`config.mk`:
```
export PLATFORM = sky130hd
export DESIGN_NAME = probe_health_hysteresis_rollup_top
export DESIGN_NICKNAME = d
export VERILOG_FILES = /design/src/rtl/phr_pkg.sv /design/src/rtl/probe_health_hysteresis_rollup_top.sv /design/src/rtl/phr_ram.sv /design/src/rtl/phr_regs.sv /design/src/rtl/phr_ctrl.sv /design/src/rtl/phr_dp.sv
export SDC_FILE = /design/constraint.sdc
export NUM_CORES = 2
export LEC_CHECK = 0
export ABC_AREA = 1
export BUFFER_PORTS_ARGS = -buffer_cell sky130_fd_sc_hd__buf_2
export CAP_MARGIN = 20
export CORE_MARGIN = 2
export CORE_UTILIZATION = 25
export DETAILED_ROUTE_END_ITERATION = 7
export PLACE_DENSITY = 0.37
export REMOVE_ABC_BUFFERS = 1
export SLEW_MARGIN = 20
export SYNTH_ARGS = -nofsm -noshare
export SYNTH_HDL_FRONTEND = slang
export SYNTH_SLANG_ARGS = --single-unit
```
`constraint.sdc`:
```
create_clock -name clk_i -period 16.93 [get_ports clk_i]
set_input_delay 2.5395 -clock clk_i [delete_from_list [all_inputs] [get_ports clk_i]]
set_output_delay 2.5395 -clock clk_i [all_outputs]
set_load 0.03 [all_outputs]
```
`src/rtl/phr_pkg.sv`:
```
// ----------------------------------------------------------------------------
// phr_pkg
// shared constants, codes and control structs of the probe health monitor
// ----------------------------------------------------------------------------
package phr_pkg;

  localparam int unsigned LATENCY_DEPTH = 64;
  localparam int unsigned BURST_CAP     = 6;

  localparam int unsigned FILL_W  = $clog2(LATENCY_DEPTH + 1);
  localparam int unsigned ADDR_W  = $clog2(LATENCY_DEPTH);
  localparam int unsigned BURST_W = $clog2(BURST_CAP + 1);

  // opcodes
  localparam logic [1:0] OP_PROBE  = 2'd0;
  localparam logic [1:0] OP_ROLLUP = 2'd1;
  localparam logic [1:0] OP_CLEAR  = 2'd2;

  // result kinds
  localparam logic [2:0] KIND_COUNTED = 3'd0;
  localparam logic [2:0] KIND_ALERT   = 3'd1;
  localparam logic [2:0] KIND_REPORT  = 3'd2;
  localparam logic [2:0] KIND_EMPTY   = 3'd3;
  localparam logic [2:0] KIND_IGNORED = 3'd4;

  // health codes
  localparam logic [1:0] H_UNKNOWN = 2'd0;
  localparam logic [1:0] H_DOWN    = 2'd1;
  localparam logic [1:0] H_UP      = 2'd2;

  // register indexes
  localparam logic [1:0] REG_FAIL_TH = 2'd0;
  localparam logic [1:0] REG_OK_TH   = 2'd1;
  localparam logic [1:0] REG_LAT_LIM = 2'd2;
  localparam logic [1:0] REG_DNS_EN  = 2'd3;

  typedef struct packed {
    logic [7:0]  fail_threshold;
    logic [7:0]  ok_threshold;
    logic [15:0] latency_limit_ms;
    logic        dns_check_enable;
  } cfg_t;

  typedef struct packed {
    logic capture;
    logic exec;
    logic cand_rd;
    logic cand_latch;
    logic cmp;
    logic out_load;
  } cmd_t;

  typedef struct packed {
    logic sweep;
    logic cmp_last;
    logic cand_last;
    logic out_free;
  } sts_t;

endpackage

```
`src/rtl/probe_health_hysteresis_rollup_top.sv`:
```
// ----------------------------------------------------------------------------
// probe_health_hysteresis_rollup_top
// health monitor for one target: up/down hysteresis, quick re-probe bursts
// and a rollup of counts and p50/p95 latency
// ----------------------------------------------------------------------------
//
//   channel   handshake                     carries
//   -------   ---------------------------   ---------------------------------
//   input     in_valid_i / in_ready_o       opcode and probe result fields
//   result    out_valid_o / out_ready_i     kind, health, streak, rollup data
//   config    psel, penable, pwrite, pready thresholds, latency limit, dns
//
// - probe, run reset, unused opcodes, empty rollup and a rollup with no stored
//   latency: execute, then hand-off, which registers the result; the next one
//   is taken only once the block is back in idle
// - rollup with n stored latencies: each entry is latched as candidate and
//   ranked against every other through the single read port of the store
// - one transaction is in flight at a time; a waiting result holds the block
//   in its hand-off state until the result side takes it
// - the latency store needs no clearing after reset, only entries below the
//   fill count are ever used
//
module probe_health_hysteresis_rollup_top import phr_pkg::*; (
  input  logic        clk_i,
  input  logic        rst_ni,

  // apb configuration
  input  logic        psel,
  input  logic        penable,
  input  logic        pwrite,
  input  logic [3:0]  paddr,
  input  logic [31:0] pwdata,
  output logic [31:0] prdata,
  output logic        pready,

  // input transactions
  input  logic        in_valid_i,
  output logic        in_ready_o,
  input  logic [1:0]  opcode_i,
  input  logic        probe_passed_i,
  input  logic        answer_matched_i,
  input  logic [19:0] rtt_sixteenths_i,
  input  logic        was_deferred_i,
  input  logic        target_blocked_i,

  // result transactions
  output logic        out_valid_o,
  input  logic        out_ready_i,
  output logic [2:0]  result_kind_o,
  output logic [1:0]  health_state_o,
  output logic [7:0]  fail_streak_o,
  output logic        blocked_flag_o,
  output logic [19:0] last_rtt_o,
  output logic        quick_reprobe_o,
  output logic [15:0] ok_total_o,
  output logic [15:0] fail_total_o,
  output logic [15:0] median_ms_o,
  output logic [15:0] p95_ms_o,
  output logic [16:0] sample_total_o
);

  cfg_t cfg;
  cmd_t cmd;
  sts_t sts;

  // register file, to be written only while no transaction is in flight; the block does not enforce this
  phr_regs u_regs (
    .clk_i   (clk_i),
    .rst_ni  (rst_ni),
    .psel    (psel),
    .penable (penable),
    .pwrite  (pwrite),
    .paddr   (paddr),
    .pwdata  (pwdata),
    .prdata  (prdata),
    .pready  (pready),
    .cfg_o   (cfg)
  );

  // sequencer
  phr_ctrl u_ctrl (
    .clk_i      (clk_i),
    .rst_ni     (rst_ni),
    .in_valid_i (in_valid_i),
    .in_ready_o (in_ready_o),
    .sts_i      (sts),
    .cmd_o      (cmd)
  );

  // counters, hysteresis, latency store and percentile sweep
  phr_dp u_dp (
    .clk_i            (clk_i),
    .rst_ni           (rst_ni),
    .cfg_i            (cfg),
    .cmd_i            (cmd),
    .sts_o            (sts),
    .opcode_i         (opcode_i),
    .probe_passed_i   (probe_passed_i),
    .answer_matched_i (answer_matched_i),
    .rtt_sixteenths_i (rtt_sixteenths_i),
    .was_deferred_i   (was_deferred_i),
    .target_blocked_i (target_blocked_i),
    .out_ready_i      (out_ready_i),
    .out_valid_o      (out_valid_o),
    .result_kind_o    (result_kind_o),
    .health_state_o   (health_state_o),
    .fail_streak_o    (fail_streak_o),
    .blocked_flag_o   (blocked_flag_o),
    .last_rtt_o       (last_rtt_o),
    .quick_reprobe_o  (quick_reprobe_o),
    .ok_total_o       (ok_total_o),
    .fail_total_o     (fail_total_o),
    .median_ms_o      (median_ms_o),
    .p95_ms_o         (p95_ms_o),
    .sample_total_o   (sample_total_o)
  );

endmodule

```
`src/rtl/phr_ram.sv`:
```
// ----------------------------------------------------------------------------
// phr_ram
// generic single write, single read memory with registered read data
// ----------------------------------------------------------------------------
module phr_ram #(
  parameter int unsigned WIDTH = 16,
  parameter int unsigned DEPTH = 64
) (
  input  logic                     clk_i,
  input  logic                     we_i,
  input  logic [$clog2(DEPTH)-1:0] waddr_i,
  input  logic [WIDTH-1:0]         wdata_i,
  input  logic [$clog2(DEPTH)-1:0] raddr_i,
  output logic [WIDTH-1:0]         rdata_o
);

  logic [WIDTH-1:0] mem_q [DEPTH];

  always_ff @(posedge clk_i) begin
    if (we_i) begin
      mem_q[waddr_i] <= wdata_i;
    end
    rdata_o <= mem_q[raddr_i];
  end

endmodule

```
`src/rtl/phr_regs.sv`:
```
// ----------------------------------------------------------------------------
// phr_regs
// apb configuration registers: thresholds, latency limit, dns check
// ----------------------------------------------------------------------------
module phr_regs import phr_pkg::*; (
  input  logic        clk_i,
  input  logic        rst_ni,
  input  logic        psel,
  input  logic        penable,
  input  logic        pwrite,
  input  logic [3:0]  paddr,
  input  logic [31:0] pwdata,
  output logic [31:0] prdata,
  output logic        pready,
  output cfg_t        cfg_o
);

  cfg_t       cfg_q;
  logic       wr_en;
  logic [1:0] idx;

  assign pready = 1'b1;
  assign idx    = paddr[3:2];
  assign wr_en  = psel && penable && pwrite;

  always_ff @(posedge clk_i or negedge rst_ni) begin
    if (!rst_ni) begin
      cfg_q.fail_threshold   <= 8'd3;
      cfg_q.ok_threshold     <= 8'd2;
      cfg_q.latency_limit_ms <= 16'd0;
      cfg_q.dns_check_enable <= 1'b0;
    end else if (wr_en) begin
      case (idx)
        REG_FAIL_TH: cfg_q.fail_threshold   <= pwdata[7:0];
        REG_OK_TH:   cfg_q.ok_threshold     <= pwdata[7:0];
        REG_LAT_LIM: cfg_q.latency_limit_ms <= pwdata[15:0];
        REG_DNS_EN:  cfg_q.dns_check_enable <= pwdata[0];
        default: ;
      endcase
    end
  end

  always_comb begin
    case (idx)
      REG_FAIL_TH: prdata = {24'd0, cfg_q.fail_threshold};
      REG_OK_TH:   prdata = {24'd0, cfg_q.ok_threshold};
      REG_LAT_LIM: prdata = {16'd0, cfg_q.latency_limit_ms};
      REG_DNS_EN:  prdata = {31'd0, cfg_q.dns_check_enable};
      default:     prdata = 32'd0;
    endcase
  end

  assign cfg_o = cfg_q;

endmodule

```
`src/rtl/phr_ctrl.sv`:
```
// ----------------------------------------------------------------------------
// phr_ctrl
// sequencer: capture, execute, percentile sweep, result hand-off
// ----------------------------------------------------------------------------
module phr_ctrl import phr_pkg::*; (
  input  logic clk_i,
  input  logic rst_ni,
  input  logic in_valid_i,
  output logic in_ready_o,
  input  sts_t sts_i,
  output cmd_t cmd_o
);

  localparam logic [2:0] ST_IDLE = 3'd0;
  localparam logic [2:0] ST_EXEC = 3'd1;
  localparam logic [2:0] ST_CAND = 3'd2;
  localparam logic [2:0] ST_CLAT = 3'd3;
  localparam logic [2:0] ST_CMP  = 3'd4;
  localparam logic [2:0] ST_OUT  = 3'd5;

  logic [2:0] state_q, state_d;

  always_comb begin
    state_d    = state_q;
    cmd_o      = '0;
    in_ready_o = 1'b0;
    case (state_q)
      ST_IDLE: begin
        in_ready_o    = 1'b1;
        cmd_o.capture = in_valid_i;
        if (in_valid_i) begin
          state_d = ST_EXEC;
        end
      end
      ST_EXEC: begin
        cmd_o.exec = 1'b1;
        state_d    = sts_i.sweep ? ST_CAND : ST_OUT;
      end
      ST_CAND: begin
        cmd_o.cand_rd = 1'b1;
        state_d       = ST_CLAT;
      end
      ST_CLAT: begin
        cmd_o.cand_latch = 1'b1;
        state_d          = ST_CMP;
      end
      ST_CMP: begin
        cmd_o.cmp = 1'b1;
        if (sts_i.cmp_last) begin
          state_d = sts_i.cand_last ? ST_OUT : ST_CAND;
        end
      end
      ST_OUT: begin
        cmd_o.out_load = sts_i.out_free;
        if (sts_i.out_free) begin
          state_d = ST_IDLE;
        end
      end
      default: state_d = ST_IDLE;
    endcase
  end

  always_ff @(posedge clk_i or negedge rst_ni) begin
    if (!rst_ni) begin
      state_q <= ST_IDLE;
    end else begin
      state_q <= state_d;
    end
  end

endmodule

```
`src/rtl/phr_dp.sv`:
```
// ----------------------------------------------------------------------------
// phr_dp
// datapath: hysteresis and counters, latency store, rank sweep, result register
// ----------------------------------------------------------------------------
module phr_dp import phr_pkg::*; (
  input  logic         clk_i,
  input  logic         rst_ni,
  input  cfg_t         cfg_i,
  input  cmd_t         cmd_i,
  output sts_t         sts_o,
  input  logic [1:0]   opcode_i,
  input  logic         probe_passed_i,
  input  logic         answer_matched_i,
  input  logic [19:0]  rtt_sixteenths_i,
  input  logic         was_deferred_i,
  input  logic         target_blocked_i,
  input  logic         out_ready_i,
  output logic         out_valid_o,
  output logic [2:0]   result_kind_o,
  output logic [1:0]   health_state_o,
  output logic [7:0]   fail_streak_o,
  output logic         blocked_flag_o,
  output logic [19:0]  last_rtt_o,
  output logic         quick_reprobe_o,
  output logic [15:0]  ok_total_o,
  output logic [15:0]  fail_total_o,
  output logic [15:0]  median_ms_o,
  output logic [15:0]  p95_ms_o,
  output logic [16:0]  sample_total_o
);

  localparam int unsigned PROD_W = FILL_W + 19;
  localparam logic [15:0] RECIP5 = 16'd52429; // ceil(2^18 / 5)

  // captured transaction
  logic [1:0]  op_q;
  logic        pass_q, match_q, defer_q, blk_q;
  logic [19:0] rtt_q;

  // run state
  logic [1:0]         health_q;
  logic [7:0]         fail_run_q, ok_run_q;
  logic [15:0]        ok_b_q, fail_b_q;
  logic [FILL_W-1:0]  fill_q;
  logic [BURST_W-1:0] burst_q;
  logic [19:0]        recent_rtt_q;
  logic               recent_blk_q;

  // result staging
  logic [2:0]  kind_q;
  logic        quick_q;
  logic [15:0] r_ok_q, r_fail_q, r_p50_q, r_p95_q;
  logic [16:0] r_total_q;

  // rank sweep
  logic [FILL_W-1:0] n_q, k50_q, k95_q, lt_q, le_q, lt_f, le_f;
  logic [ADDR_W-1:0] c_q, j_q, raddr;
  logic [15:0]       cand_q, rdata;

  // output register
  logic        out_valid_q;

  // probe evaluation
  logic [7:0]         fth, oth, ok_run_n, fail_run_n;
  logic               lim_ok, is_ok, mid, quick_n;
  logic [1:0]         health_n;
  logic [2:0]         kind_probe;
  logic [BURST_W-1:0] burst_n;
  logic [20:0]        rtt_rnd;
  logic [15:0]        ms;
  logic [16:0]        bucket_sum;
  logic               store_we;

  // p95 rank
  logic [FILL_W+4:0] n19;
  logic [FILL_W+2:0] n19_q4;
  logic [PROD_W-1:0] prod;
  logic [FILL_W-1:0] k95_raw, k95_n;

  always_comb begin
    fth = (cfg_i.fail_threshold == 8'd0) ? 8'd1 : cfg_i.fail_threshold;
    oth = (cfg_i.ok_threshold == 8'd0) ? 8'd1 : cfg_i.ok_threshold;

    lim_ok = (cfg_i.latency_limit_ms == 16'd0) ||
             (rtt_q <= {cfg_i.latency_limit_ms, 4'b0000});
    is_ok  = pass_q && (!cfg_i.dns_check_enable || match_q) && lim_ok;

    if (is_ok) begin
      ok_run_n   = (ok_run_q == 8'hFF) ? ok_run_q : ok_run_q + 8'd1;
      fail_run_n = 8'd0;
    end else begin
      ok_run_n   = 8'd0;
      fail_run_n = (fail_run_q == 8'hFF) ? fail_run_q : fail_run_q + 8'd1;
    end

    health_n   = health_q;
    kind_probe = KIND_COUNTED;
    if (health_q != H_DOWN && fail_run_n >= fth) begin
      health_n   = H_DOWN;
      kind_probe = KIND_ALERT;
    end else if (health_q != H_UP && ok_run_n >= oth) begin
      health_n   = H_UP;
      kind_probe = KIND_ALERT;
    end

    mid = (health_n != H_DOWN && fail_run_n != 8'd0 && fail_run_n < fth) ||
          (health_n != H_UP && ok_run_n != 8'd0 && ok_run_n < oth);
    if (mid && burst_q < BURST_W'(BURST_CAP)) begin
      burst_n = burst_q + BURST_W'(1);
      quick_n = 1'b1;
    end else begin
      burst_n = '0;
      quick_n = 1'b0;
    end

    // round half up to whole ms, saturate
    rtt_rnd = {1'b0, rtt_q} + 21'd8;
    ms      = rtt_rnd[20] ? 16'hFFFF : rtt_rnd[19:4];

    bucket_sum = {1'b0, ok_b_q} + {1'b0, fail_b_q};
    store_we   = cmd_i.exec && (op_q == OP_PROBE) && !defer_q && is_ok &&
                 (fill_q < FILL_W'(LATENCY_DEPTH));

    // floor(n*95/100) = floor(floor(19n/4)/5)
    n19     = {1'b0, fill_q, 4'b0000} + {4'b0000, fill_q, 1'b0} + {5'b00000, fill_q};
    n19_q4  = n19[FILL_W+4:2];
    prod    = PROD_W'(n19_q4) * PROD_W'(RECIP5);
    k95_raw = prod[18 +: FILL_W];
    k95_n   = (k95_raw >= fill_q) ? fill_q - FILL_W'(1) : k95_raw;
  end

  assign sts_o.sweep     = (op_q == OP_ROLLUP) && (bucket_sum != 17'd0) &&
                           (fill_q != '0);
  assign sts_o.cmp_last  = (FILL_W'(j_q) == n_q - FILL_W'(1));
  assign sts_o.cand_last = (FILL_W'(c_q) == n_q - FILL_W'(1));
  assign sts_o.out_free  = !out_valid_q || out_ready_i;

  // latency store
  always_comb begin
    if (cmd_i.cand_rd) begin
      raddr = c_q;
    end else if (cmd_i.cand_latch) begin
      raddr = '0;
    end else begin
      raddr = j_q + ADDR_W'(1);
    end
  end

  phr_ram #(
    .WIDTH (16),
    .DEPTH (LATENCY_DEPTH)
  ) u_store (
    .clk_i   (clk_i),
    .we_i    (store_we),
    .waddr_i (fill_q[ADDR_W-1:0]),
    .wdata_i (ms),
    .raddr_i (raddr),
    .rdata_o (rdata)
  );

  // counts including the entry on the read port
  assign lt_f = lt_q + FILL_W'(rdata < cand_q);
  assign le_f = le_q + FILL_W'(rdata <= cand_q);

  // capture
  always_ff @(posedge clk_i) begin
    if (cmd_i.capture) begin
      op_q    <= opcode_i;
      pass_q  <= probe_passed_i;
      match_q <= answer_matched_i;
      rtt_q   <= rtt_sixteenths_i;
      defer_q <= was_deferred_i;
      blk_q   <= target_blocked_i;
    end
  end

  // run state
  always_ff @(posedge clk_i or negedge rst_ni) begin
    if (!rst_ni) begin
      health_q     <= H_UNKNOWN;
      fail_run_q   <= 8'd0;
      ok_run_q     <= 8'd0;
      ok_b_q       <= 16'd0;
      fail_b_q     <= 16'd0;
      fill_q       <= '0;
      burst_q      <= '0;
      recent_rtt_q <= 20'd0;
      recent_blk_q <= 1'b0;
    end else if (cmd_i.exec) begin
      case (op_q)
        OP_PROBE: begin
          if (!defer_q) begin
            health_q     <= health_n;
            fail_run_q   <= fail_run_n;
            ok_run_q     <= ok_run_n;
            burst_q      <= burst_n;
            recent_rtt_q <= rtt_q;
            recent_blk_q <= blk_q;
            if (is_ok) begin
              if (ok_b_q != 16'hFFFF) begin
                ok_b_q <= ok_b_q + 16'd1;
              end
            end else if (fail_b_q != 16'hFFFF) begin
              fail_b_q <= fail_b_q + 16'd1;
            end
            if (store_we) begin
              fill_q <= fill_q + FILL_W'(1);
            end
          end
        end
        OP_ROLLUP: begin
          // the sweep reads from n_q, so the fill count clears at once
          if (bucket_sum != 17'd0) begin
            ok_b_q   <= 16'd0;
            fail_b_q <= 16'd0;
            fill_q   <= '0;
          end
        end
        OP_CLEAR: begin
          health_q     <= H_UNKNOWN;
          fail_run_q   <= 8'd0;
          ok_run_q     <= 8'd0;
          ok_b_q       <= 16'd0;
          fail_b_q     <= 16'd0;
          fill_q       <= '0;
          burst_q      <= '0;
          recent_rtt_q <= 20'd0;
          recent_blk_q <= 1'b0;
        end
        default: ;
      endcase
    end
  end

  // result staging and rank sweep
  always_ff @(posedge clk_i) begin
    if (cmd_i.exec) begin
      quick_q   <= 1'b0;
      r_ok_q    <= 16'd0;
      r_fail_q  <= 16'd0;
      r_total_q <= 17'd0;
      r_p50_q   <= 16'd0;
      r_p95_q   <= 16'd0;
      n_q       <= fill_q;
      k50_q     <= fill_q >> 1;
      k95_q     <= k95_n;
      c_q       <= '0;
      case (op_q)
        OP_PROBE: begin
          if (defer_q) begin
            kind_q <= KIND_IGNORED;
          end else begin
            kind_q  <= kind_probe;
            quick_q <= quick_n;
          end
        end
        OP_ROLLUP: begin
          if (bucket_sum == 17'd0) begin
            kind_q <= KIND_EMPTY;
          end else begin
            kind_q    <= KIND_REPORT;
            r_ok_q    <= ok_b_q;
            r_fail_q  <= fail_b_q;
            r_total_q <= bucket_sum;
          end
        end
        OP_CLEAR: kind_q <= KIND_COUNTED;
        default:  kind_q <= KIND_IGNORED;
      endcase
    end

    if (cmd_i.cand_latch) begin
      cand_q <= rdata;
      j_q    <= '0;
      lt_q   <= '0;
      le_q   <= '0;
    end

    if (cmd_i.cmp) begin
      j_q  <= j_q + ADDR_W'(1);
      lt_q <= lt_f;
      le_q <= le_f;
      if (sts_o.cmp_last) begin
        // candidate holds rank k when lt <= k < le
        if (lt_f <= k50_q && k50_q < le_f) begin
          r_p50_q <= cand_q;
        end
        if (lt_f <= k95_q && k95_q < le_f) begin
          r_p95_q <= cand_q;
        end
        if (!sts_o.cand_last) begin
          c_q <= c_q + ADDR_W'(1);
        end
      end
    end
  end

  // output register
  always_ff @(posedge clk_i or negedge rst_ni) begin
    if (!rst_ni) begin
      out_valid_q <= 1'b0;
    end else if (cmd_i.out_load) begin
      out_valid_q <= 1'b1;
    end else if (out_ready_i) begin
      out_valid_q <= 1'b0;
    end
  end

  always_ff @(posedge clk_i) begin
    if (cmd_i.out_load) begin
      result_kind_o   <= kind_q;
      health_state_o  <= health_q;
      fail_streak_o   <= fail_run_q;
      blocked_flag_o  <= (health_q == H_DOWN) && recent_blk_q;
      last_rtt_o      <= recent_rtt_q;
      quick_reprobe_o <= quick_q;
      ok_total_o      <= r_ok_q;
      fail_total_o    <= r_fail_q;
      median_ms_o     <= r_p50_q;
      p95_ms_o        <= r_p95_q;
      sample_total_o  <= r_total_q;
    end
  end

  assign out_valid_o = out_valid_q;

endmodule

```
==> impl_metrics.py <==
metrics = {
    "placement": {
        "post-place-ws_ps": 8060,
        "place_congestion": 0.806,
        "dp_cells": 8813,
        "hpwl_um": 116000,
        "io_buffers": 184,
        "placed_area_um2": 68400,
    },
    "setup_path": {
        "critPathKind": "flop to flop",
        "reg2reg_slack_ps": 8030,
        "reg2reg_depth": 39,
        "worst_path_dominant_cell_family": "adder cells",
        "r2r_end": "u_dp.k95_q[0]",
        "crit_start": "u_dp.fill_q[3]",
        "cp-start-kind": "flop",
        "slowest_stage": "dfrtp_1",
        "crit_buf_inv": 9,
        "max_stage_delay_ps": 700,
        "reg2reg_from": "u_dp.fill_q[3]",
        "cp-end-kind": "flop",
        "critical_path_depth": 39,
        "cp_data_required_time_ps": 17460,
        "arrival_ps": 9430,
        "crit_fanout": 12,
        "cp-endpoint": "u_dp.k95_q[0]",
    },
    "detailed_routing": {
        "via_per_inst": 4.57,
        "num_vias": 41672,
        "drc": 0,
        "drt-wirelength-per-cell_um": 21.4,
        "ant_nets": 0,
        "wirelength_um": 195000,
        "drt_first_iter_violations": 2935,
        "dr.pass1.iters": 7,
    },
    "logic_synthesis": {
        "synth-seq-area-share_pct": 66.6,
        "ys_warn_count": 0,
        "synth_edf_count": 1269,
        "ys_seq_elements": 1441,
        "syn_inst": 5435,
        "yosysTopAreaCell": "edfxtp_1",
        "ys_types": 62,
        "avgSynthCellArea_um2": 11.6,
        "synth-main-ff-cell": "edfxtp_1",
        "synth_top_area_share_pct": 60.2,
        "ys_top_cells_by_area": "edfxtp_1 60%, nor2_1 5.3%, o21ai_0 4.9%",
        "synth_area_um2": 63300,
        "synth_async_sr_flop_share_pct": 8.19,
    },
    "final_layout": {
        "area_delta_synth_final_pct": 16.3,
        "fillerInstances": 25863,
        "nets": 5926,
        "fin_area_um2": 73600,
        "fin_util_pct": 29.3,
        "fin_cells": 9114,
        "multi_input_area_um2": 18700,
        "layout.cells.most_common_list": "1269 x edfxtp_1, 851 x nor2_1, 617 x o21ai_0, 533 x nand2_1, 389 x inv_1",
        "drive_above_1_share_pct": 10.7,
        "register_area_um2": 42100,
        "final_common_cell": "edfxtp_1",
    },
    "floorplan": {
        "core-area_um2": 252000,
        "die_h_um": 507,
        "die_area_um2": 257000,
        "fp.dieW_um": 507,
        "io_pins": 220,
        "start_util_pct": 25.2,
        "num_rows": 184,
    },
    "clock_tree": {
        "insertion_delay_ps": 830,
        "holdBufCountCts": 0,
        "ctsResizeCount": 0,
        "cts_tree": "done",
        "htreeDepth": 4,
        "clockBufferDepth": 3,
        "clk_pin_slew_ps": 60,
        "numCtsBuffers": 162,
        "cts.sinks": 1441,
        "clockRootBuffer": "clkbuf_16",
        "cts_setup_buffers": 0,
    },
    "pwr": {
        "leakagePower_uw": 0.0263,
        "vdd_drop_max_mv": 0.167,
        "p_per_area_nw_per_um2": 169,
    },
    "timing": {
        "finClkSkew_ps": 46.1,
        "final.setup.worst_slack_ps": 8030,
        "relSlewSlack_pct": 30.6,
        "slew_violations": 0,
        "period_needed_ps": 8900,
        "setup_tns_ps": 0,
        "fin_crit_sh_pct": 52.6,
        "fmax_ghz": 0.112,
        "worst_slew_pin_slew_ps": 1040,
        "rsz0062_at_grt": "false",
        "setup_violations": 0,
        "hold_violations": 0,
    },
    "outcome": {
        "outcome": "finished, final reports clean",
    },
    "grt": {
        "grt_use_total_pct": 14.9,
        "grt_pass1_vias": 41510,
        "grt_max_degree": 208,
        "grt_pass1_wl_um": 288000,
        "antenna_found_initial": 4,
        "gr-total-overflow": 0,
    },
    "run": {
        "cap_violations": 0,
    },
    "hold_path": {
        "min_path_type": "flop to flop",
    },
}
-- state kept, by name, summed over array words and instances (netlist names), 17 cells and up --
signal,count
u_dp.sample_total_o,17
u_dp.u_store.mem_q,1024
u_regs.cfg_o,33
u_dp.rtt_q,20
u_dp.last_rtt_o,20
u_dp.recent_rtt_q,20
u_dp.r_total_q,17
-- worst min-delay path by stage --
stage                             from                       to  slack [ps]  cells after the start
CTS                   u_dp.r_fail_q[5]     u_dp.fail_total_o[5]         420                      0
global route        u_dp.r_total_q[10]  u_dp.sample_total_o[10]         420                      0
global placement          u_dp.quick_q     u_dp.quick_reprobe_o         410                      0
finish                u_dp.r_fail_q[5]     u_dp.fail_total_o[5]         420                      0
detailed placement   u_dp.r_fail_q[10]    u_dp.fail_total_o[10]         400                      0
floorplan             u_dp.r_fail_q[0]     u_dp.fail_total_o[0]         400                      0
-- worst reg2reg max path, delay by kind of cell (launching register included) --
| family | cells | cell delay (ps) |
|---|---|---|
| XOR/XNOR | 1 | 300 |
| AND/OR/NAND/NOR | 13 | 1610 |
| buffers and inverters | 9 | 1010 |
| flip-flops | 1 | 700 |
| AO/OA/AOI/OAI | 8 | 1380 |
| adder cells (fa/ha/maj) | 8 | 3630 |
-- cells in the mapped netlist, drive strengths merged, types with 75 or more instances --
cell / instances
edfxtp: 1269
nor2: 889
o21ai: 636
nand2: 543
inv: 399
nand3: 243
o211ai: 198
ha: 192
clkbuf: 156
buf: 131
o22ai: 131
dfrtp: 115
a21oi: 77
o221ai: 75
-- where the power goes --
group | switching [µW] | internal (µW) | total, µW
combinational | 3360 | 1150 | 4510
clock | 1510 | 1980 | 3490
sequential | 145 | 4310 | 4450
-- cell type report --
class	count	share of cell area, %
sequential	1441	57.2
multi-input combinational	3321	25.4
clock buffer	207	5.83
tap	3348	5.69
timing repair buffer	303	2.56
inverter	401	2.08
clock inverter	91	1.21
antenna	2	0.00680
-- kinds of logic after synthesis --
family                   share of synthesized area [%]
AND/OR/NAND/NOR                                   12.0
flip-flops                                        66.6
AO/OA/AOI/OAI                                     10.8
buffers and inverters                             4.50
adder cells (fa/ha/maj)                           4.90
XOR/XNOR                                          1.18
other                                           0.0119
-- routing by layer --
layer	vias up	track usage [%]	wire length, µm
li1	19856	-	-
met3	214	1.94	7300
met1	20775	21.1	93300
met5	-	0	0
met2	827	24.2	90200
met4	0	3.80	3830
-- per-stage QoR --
stage / total power (µW) / hold slack, ps
detailed placement: 9100 / 405
finish: 12400 / 417
global route: 13200 / 422
floorplan: 7260 / 400
global placement: 9100 / 406
CTS: 12700 / 419
Note: power is estimated with default switching activity, not from simulation.
